--- src/hdl/stid_pkg.sv ---
// Package for the typed sorted identifier table: sizes, status codes and
// the command and status structs between the controller and the datapath.
// No dependencies; every other file of the block imports it.
package stid_pkg;

    localparam int TYPE_COUNT     = 16;
    localparam int SLOTS_PER_TYPE = 64;
    localparam int KEY_WIDTH      = 32;
    localparam int DATA_WIDTH     = 32;

    localparam int OP_W        = 1;
    localparam int TYPE_W      = 4;
    localparam int STATUS_W    = 3;
    localparam int SLOT_OUT_W  = 6;
    localparam int COUNT_OUT_W = 7;

    localparam int TYPE_IDX_W = (TYPE_COUNT > 1) ? $clog2(TYPE_COUNT) : 1;
    localparam int SLOT_W     = $clog2(SLOTS_PER_TYPE);
    localparam int CNT_W      = $clog2(SLOTS_PER_TYPE + 1);
    localparam int ADDR_W     = TYPE_IDX_W + SLOT_W;
    localparam int MEM_DEPTH  = 1 << ADDR_W;
    localparam int ENTRY_W    = KEY_WIDTH + DATA_WIDTH;

    localparam int S_TDATA_W = ((KEY_WIDTH + DATA_WIDTH + 7) / 8) * 8;
    localparam int S_TUSER_W = OP_W + TYPE_W;
    localparam int M_TDATA_W = ((STATUS_W + SLOT_OUT_W + COUNT_OUT_W + 7) / 8) * 8;

    typedef enum logic [STATUS_W-1:0] {
        ST_INSERTED  = 3'd0,
        ST_DUPLICATE = 3'd1,
        ST_DELETED   = 3'd2,
        ST_NOT_FOUND = 3'd3,
        ST_FULL      = 3'd4
    } status_t;

    typedef enum logic {
        OP_INSERT = 1'b0,
        OP_DELETE = 1'b1
    } op_t;

    typedef struct packed {
        logic load;
        logic prime;
        logic walk;
        logic tail;
        logic emit;
    } ctrl_cmd_t;

    typedef struct packed {
        logic walk_stop;
        logic walk_last;
        logic no_entries;
        logic out_busy;
    } dp_status_t;

endpackage

--- src/hdl/stid_ctrl.sv ---
// Controller state machine of the typed sorted identifier table.
// Sequences load, list walk, tail write and result hand-off; uses stid_pkg.
module stid_ctrl (
    input  logic                aclk,
    input  logic                aresetn,
    input  logic                s_tvalid,
    output logic                s_tready,
    input  stid_pkg::dp_status_t status,
    output stid_pkg::ctrl_cmd_t  cmd
);
    import stid_pkg::*;

    typedef enum logic [4:0] {
        S_IDLE  = 5'b00001,
        S_PRIME = 5'b00010,
        S_WALK  = 5'b00100,
        S_TAIL  = 5'b01000,
        S_DONE  = 5'b10000
    } state_t;

    state_t state_reg;
    state_t state_next;

    always_ff @(posedge aclk) begin
        if (!aresetn) begin
            state_reg <= S_IDLE;
        end else begin
            state_reg <= state_next;
        end
    end

    always_comb begin
        state_next = state_reg;
        cmd        = '0;
        s_tready   = 1'b0;
        unique case (state_reg)
            S_IDLE: begin
                s_tready = 1'b1;
                if (s_tvalid) begin
                    cmd.load   = 1'b1;
                    state_next = S_PRIME;
                end
            end
            S_PRIME: begin
                cmd.prime  = 1'b1;
                state_next = status.no_entries ? S_TAIL : S_WALK;
            end
            S_WALK: begin
                cmd.walk = 1'b1;
                if (status.walk_stop) begin
                    state_next = S_DONE;
                end else if (status.walk_last) begin
                    state_next = S_TAIL;
                end
            end
            S_TAIL: begin
                cmd.tail   = 1'b1;
                state_next = S_DONE;
            end
            S_DONE: begin
                if (!status.out_busy) begin
                    cmd.emit   = 1'b1;
                    state_next = S_IDLE;
                end
            end
            default: begin
                state_next = S_IDLE;
            end
        endcase
    end

endmodule

--- config.mk ---
export PLATFORM = sky130hd
export DESIGN_NAME = stid_ctrl
export DESIGN_NICKNAME = d
export VERILOG_FILES = /design/src/hdl/stid_pkg.sv /design/src/hdl/stid_ctrl.sv
export SDC_FILE = /design/constraint.sdc
export NUM_CORES = 1
export LEC_CHECK = 0
export BUFFER_PORTS_ARGS = -buffer_cell sky130_fd_sc_hd__buf_4
export CAP_MARGIN = 10
export CORE_AREA = 2 2 39 41
export CTS_CLUSTER_SIZE = 16
export DETAILED_ROUTE_END_ITERATION = 8
export DIE_AREA = 0 0 41 43
export PLACE_DENSITY_LB_ADDON = 0.12
export SLEW_MARGIN = 25
export SYNTH_ARGS = -nofsm -noshare
export SYNTH_HDL_FRONTEND = slang
export SYNTH_SLANG_ARGS = --single-unit
--- constraint.sdc ---
create_clock -name aclk -period 2 [get_ports aclk]
set_clock_uncertainty 0.2 [all_clocks]
set_input_delay 0.2 -clock aclk [delete_from_list [all_inputs] [get_ports aclk]]
set_output_delay 0.2 -clock aclk [all_outputs]
set_load 0.05 [all_outputs]
After elaboration in Yosys (flattened, before gate mapping) --
Cells that the tools add are included. W data, S select, Z words.
Storage, ports and cells: word-level logic and storage cells 24, flip-flop bits (word level) 5
Operators by class: reduce and logical (&&, ||, !) cells 1, equal/unequal tests 8, muxes and demuxes 14
Operators by type and width (number):
- $pmux W5 S5 | 1
- $mux W5 | 4
- $mux W1 | 8
- $eq A5 B1 Y1 const B | 1
- $eq A5 B2 Y1 const B | 1
- $eq A5 B3 Y1 const B | 1
- $eq A5 B4 Y1 const B | 1
- $eq A5 B5 Y1 const B | 1
- $mux W4 | 1
- $ne A2 B2 Y1 const B | 2
- $ne A3 B3 Y1 const B | 1
- $reduce_and A3 Y1 | 1

Logic depth before layout (Yosys ltp) --
Gate-level depths: netlist (run 1).
depth after elaboration 3, gate-level depth with buffers 4

Least setup slack after synthesis (run 1) --
No wires, ideal clock.
path type register to output, from reg state_reg[2], to out cmd[4] (netlist name), path slack -462 ps, stages on the path, launching flop included 5, data required time 1600 ps, path buffers 1, arrival time 2062 ps, cells stage by stage dfxtp_1 -> buf_6 -> or3_4 -> nor2_1 -> and2_1
RTL lines:
- start, declared | line stid_ctrl.sv:21 | state_t state_reg;
- start signal, assigned | line stid_ctrl.sv:28 | state_reg <= state_next;
- end, declared | line stid_ctrl.sv:9 | output stid_pkg::ctrl_cmd_t cmd

==> impl_metrics.csv, run 1 <==
group,metric,value,unit
synthesis,synth.yosys.seq_area_share,0.257,
placement,hpwl,675,um
critical_path,end_kind,"primary output",
worst_hold_path,worstHoldEndpoint,"state_reg[1]",
synthesis,synthCells,48,
placement,io_buffers,12,
timing,relSlewSlack,0.758,
timing,fmax,0.528,GHz
synthesis,synth.avg_cell_area,8.11,sq um
timing,timing.setup.tns,0,ns
power_and_ir_drop,ir_drop,189,uV
critical_path,reg2reg_slack,0.27,ns
placement,place_congestion,0.681,
worst_hold_path,hp-class,"input pin to register",
clock_network,clkSlewWorstSetupHoldPaths,0.05,ns
job,cap_violations,0,
power_and_ir_drop,p_per_area,575,nW/um^2
synthesis,synth_top_flop_cell,"dfxtp_1",
cells_and_area,stdcell_count,79,
die,die-width,41,um
critical_path,crit_type,"register to primary output",
synthesis,yosys_warnings,0,
cells_and_area,largest_register_ffs,5,
die,coreArea,1380,sq um
clock_network,clock_sinks,5,
synthesis,synth-seq-cells,5,
clock_network,cts_inserted_buffers,3,
detailed_routing,drt-initial-drc-count,3,
critical_path,setup.worst_path.start_class,"register",
detailed_routing,routed_wl,940,um
global_routing,grt_use_total,0.120,
cells_and_area,layout-drive-gt1-share,0.460,
power_and_ir_drop,leakagePower,0.223,nW
timing,drv_slew,0,
die,die_y,43,um
timing,max_slew.worst_pin.slew,0.362,ns
critical_path,cp_data_required_time,1.60,ns
outcome,status,"finished, final reports clean",
clock_network,root_buffer,"clkbuf_4",
clock_network,clk_latency,0.24,ns
worst_hold_path,hp-start,"s_tvalid",
cells_and_area,area_growth,40.5,%
die,initial_core_util,0.281,
synthesis,syn_nets,55,
timing,finalSetupViolCount,0,
cells_and_area,diodes,0,
critical_path,worstReg2RegStart,"state_reg[2]",
critical_path,r2r_cells,3,
timing,layout_min_cycle_time,1.89,ns
critical_path,cp_max_fo,10,
clock_network,cts_buffer_depth,2,
timing,finalCritPeriodShare,0.947,
clock_network,cts_tree,"yes",
clock_network,htreeDepth,1,
detailed_routing,vias,389,
detailed_routing,drc,0,
placement,dp.cells,74,
global_routing,grt-ovfl-total,0,
synthesis,yosysUniqueCellTypes,28,
detailed_routing,dr.pass1.iters,2,
timing,hold_viol,0,
cells_and_area,fin_nets,71,
global_routing,antenna_found_initial,0,
detailed_routing,avgRoutedWirePerCell,11.9,um
critical_path,arrival,1.49,ns
global_routing,grt_pass1_wl,1520,um
critical_path,r2r_end,"state_reg[2]",
detailed_routing,vias_per_cell,4.92,
global_routing,grt_max_degree,12,
timing,rsz0062_at_grt,"no",
die,io_pins,13,
detailed_routing,antenna_left,0,
synthesis,synth-edff-count,0,
synthesis,netlist_area,389,sq um
die,die_area,1760,sq um
worst_hold_path,min_path_cells,2,
die,row_count,14,
global_routing,grt_pass1_vias,387,
synthesis,async_reset_ff_frac,0,
[power by group]
| part | internal, mW | switching, mW |
|---|---|---|
| registers | 0.104 | 0.0107 |
| logic | 0.0369 | 0.0455 |
| clock network | 0.0754 | 0.0414 |
[metrics by stage]
step	power, mW	setup WS [ns]	utilization	area (sq um)	hold slack (ns)
3_3_place_gp	0.199	0.249	0.367	508	0.260
3_5_place_dp	0.197	0.253	0.367	508	0.260
5_1_grt	0.330	0.0369	0.395	547	0.0181
6_report	0.314	0.106	0.395	547	0.0163
4_1_cts	0.319	0.0565	0.393	544	0.00957
2_1_floorplan	0.165	-0.210	-	402	0.0913
[repair_timing]
action,CTS,global route
buffers inserted,0,0
endpoints found under the hold margin,1,0
resized for setup,0,2
hold buffers,1,0
endpoints found under the setup margin,0,1
[cells in the final DEF (no fill, tap or decap), types with 2 or more instances in the layout]
cell type and count:
nor2b_1 2, dfxtp_2 2, nand4b_1 2, clkbuf_4 3, dfxtp_1 3, nor3_1 3
and2_1 2, nor2_1 4, nand2b_1 2, buf_4 15, nand3_1 2, o21ai_0 2
[critical path: stages (launching register included)]
cell	delay [ns]
dfxtp_2	0.36
or3_4	0.43
nor2_2	0.15
and2_1	0.13
buf_4	0.19
[cells by family after synthesis]
logic type,count (synthesis),share of synthesized area
AND/OR/NAND/NOR,30,0.524
flip-flops,5,0.257
AO/OA/AOI/OAI,8,0.151
buffers and inverters,5,0.0675
[how the worst max path moves through the flow]
stage | from | to | slack [ns]
2_1_floorplan | state_reg[2] | cmd[4] | -0.21
3_3_place_gp | state_reg[2] | state_reg[2] | 0.25
3_5_place_dp | state_reg[4] | state_reg[2] | 0.25
4_1_cts | state_reg[2] | cmd[4] | 0.06
5_1_grt | state_reg[2] | cmd[4] | 0.04
6_report | state_reg[2] | cmd[4] | 0.11
[metal layers]
| metal | wire, um | share of wire | track usage |
|---|---|---|---|
| met3 | 18 | 0.019 | 0.0157 |
| met2 | 405 | 0.43 | 0.175 |
| met1 | 516 | 0.55 | 0.166 |
| met4 | 0 | 0 | 0.0600 |
| met5 | 0 | 0 | 0 |
[synth_stat cells (2+ instances only)]
cell type  count  area share
dfxtp_1        5        0.26
o21ai_0        2       0.026
nand4b_1       2       0.045
nand2b_1       2       0.032
nor3_1         4       0.051
clkbuf_1       4       0.039
nor2_1         5       0.048
nand3_1        2       0.026
and2_1         2       0.032
nor2b_1        2       0.032
[area by class of cell]
class | instances | area [sq um]
Tap cell | 16 | 20.0
Multi-Input combinational cell | 38 | 275
Timing Repair Buffer | 16 | 123
Fill cell | 147 | 837
Sequential cell | 5 | 103
Clock buffer | 4 | 26.3
(Power assumes the default switching activity.)
==> inputs of run 2 (changes only) <==
==> constraint.sdc (replaced) <==
create_clock -name aclk -period 2.4 [get_ports aclk]
set_clock_uncertainty 0.2 [all_clocks]
set_input_delay 0.24 -clock aclk [delete_from_list [all_inputs] [get_ports aclk]]
set_output_delay 0.24 -clock aclk [all_outputs]
set_load 0.05 [all_outputs]
==> run 2 against run 1 <==
  * Sequential share of layout area grew 0.99 points
  * Final cell count shrank 5.1%
  * Critical path depth shrank 1
  * Sequential cell count is the same
  * Clock power shrank 13%
  * Setup slack gained 0.20 ns
  * Count of clock-buffer cells in the layout is the same
  * Non-clock buffer count shrank 4
  * Routed wire length grew 2.3%
  * First-iteration DRC count grew to 5.3 times the previous value
  * Critical path type unchanged
  * Critical endpoint is now cmd[0]
  * Largest power group unchanged
==> impl_metrics.csv, run 2 (same netlist as run 1, synthesis figures left out) <==
group,metric,value,unit
detailed_routing,drt-initial-drc-count,16,
outcome,status,"finished, final reports clean",
cells_and_area,final_cell_area,507,sq um
timing,fmax,0.477,GHz
critical_path,cp_data_required_time,1.96,ns
cells_and_area,stdcell_count,75,
timing,hold_ws,0.0185,ns
clock_network,cts_resized,0,
die,row_count,14,
timing,hold_viol,0,
worst_hold_path,hp-start,"aresetn",
die,die_y,43,um
placement,io_buffers,12,
timing,finalCritPeriodShare,0.874,
clock_network,htreeDepth,1,
worst_hold_path,hp-class,"input pin to register",
clock_network,clkSlewWorstSetupHoldPaths,0.04,ns
clock_network,cts_tree,"yes",
cells_and_area,final_common_cell,"buf_4",
clock_network,clk_latency,0.25,ns
critical_path,arrival,1.66,ns
detailed_routing,routed_wl,962,um
global_routing,grt-ovfl-total,0,
critical_path,reg2reg_slack,0.60,ns
detailed_routing,avgRoutedWirePerCell,12.8,um
die,io_pins,13,
die,die_area,1760,sq um
clock_network,cts_hold_buffers,0,
die,initial_core_util,0.281,
clock_network,cts_setup_buffers,0,
critical_path,setup.worst_path.start_class,"register",
placement,postPlaceCellArea,480,sq um
detailed_routing,antenna_left,0,
global_routing,grt_use_total,0.145,
clock_network,cts_buffer_depth,2,
timing,drv_slew,0,
timing,rsz0062_at_grt,"no",
timing,max_slew.worst_pin.slew,0.546,ns
detailed_routing,drc,0,
cells_and_area,largest_register_ffs,5,
timing,timing.setup.tns,0,ns
power_and_ir_drop,p_switching,0.0840,mW
clock_network,cts_inserted_buffers,3,
power_and_ir_drop,clock_power_share,0.393,
power_and_ir_drop,seqPwrFrac,0.368,
die,die-width,41,um
global_routing,grt_pass1_vias,370,
power_and_ir_drop,leakagePower,0.202,nW
detailed_routing,dr.pass1.iters,4,
cells_and_area,fin_nets,67,
worst_hold_path,min_path_cells,2,
critical_path,end_kind,"primary output",
power_and_ir_drop,ir_drop,274,uV
timing,relSlewSlack,0.633,
global_routing,grt_pass1_wl,1650,um
critical_path,cp_max_fo,11,
power_and_ir_drop,comb_power_share,0.239,
cells_and_area,layout_common_cells,"12 x buf_4, 5 x dfxtp_1, 4 x nor2_1, 4 x nor3_1, 3 x clkbuf_4",
placement,hpwl,668,um
detailed_routing,vias_per_cell,5.48,
timing,finalSetupViolCount,0,
die,coreArea,1380,sq um
cells_and_area,area_growth,30.2,%
critical_path,worstReg2RegStart,"state_reg[2]",
clock_network,clock_sinks,5,
detailed_routing,vias,411,
power_and_ir_drop,power,0.260,mW
placement,dp.cells,71,
global_routing,antenna_found_initial,0,
timing,layout_min_cycle_time,2.10,ns
global_routing,grt_max_degree,12,
placement,place_congestion,0.654,
cells_and_area,n_fill_cell,157,
power_and_ir_drop,power.internal,0.176,mW
critical_path,r2r_end,"state_reg[3]",
power_and_ir_drop,p_sw_frac,0.324,
critical_path,crit_type,"register to primary output",
power_and_ir_drop,p_per_area,512,nW/um^2
worst_hold_path,worstHoldEndpoint,"state_reg[0]",
job,cap_violations,0,
cells_and_area,diodes,0,
critical_path,r2r_cells,3,
clock_network,root_buffer,"clkbuf_4",
cells_and_area,layout-drive-gt1-share,0.390,
==> run 2: how the worst max path moves through the flow <==
stage | startpoint | end | depth (start not counted)
floorplan | state_reg[2] | cmd[4] | 4
global placement | state_reg[0] | cmd[0] | 3
detailed placement | state_reg[0] | cmd[0] | 3
CTS | state_reg[0] | cmd[0] | 3
global route | state_reg[0] | cmd[0] | 3
finish | state_reg[1] | cmd[0] | 3
==> run 2: routing by layer <==
| metal | routed length (um) | track usage |
|---|---|---|
| met5 | 0 | 0 |
| met3 | 112 | 0.0838 |
| met2 | 405 | 0.175 |
| met4 | 20 | 0.0800 |
| met1 | 423 | 0.193 |
==> run 2: layout make-up <==
class,instances,area [sq um],area share
multi-input combinational,38,270,0.533
sequential,5,100,0.198
timing repair buffer,12,90.1,0.178
clock buffer,4,26.3,0.0519
tap,16,20.0,0.0395
==> run 2: power groups by stage <==
stage / logic, mW / clock network [mW] / registers, mW
final: 0.0621 / 0.102 / 0.0954
after global routing: 0.0675 / 0.113 / 0.0967
after CTS: 0.0627 / 0.106 / 0.0953
after detailed placement: 0.0623 / 0 / 0.0969
after global placement: 0.0628 / 0 / 0.0971
after floorplan: 0.0483 / 0 / 0.0891
==> run 2: worst max-delay path: stages (launching register included) <==
cell,delay [ns]
dfxtp_1,0.40
nor3_1,0.51
and4bb_2,0.31
buf_4,0.19
==> run 2: through the flow <==
step	util	setup slack [ns]
2_1_floorplan	-	0.150
3_3_place_gp	0.347	0.557
3_5_place_dp	0.347	0.565
4_1_cts	0.366	0.316
5_1_grt	0.366	0.135
6_report	0.366	0.303
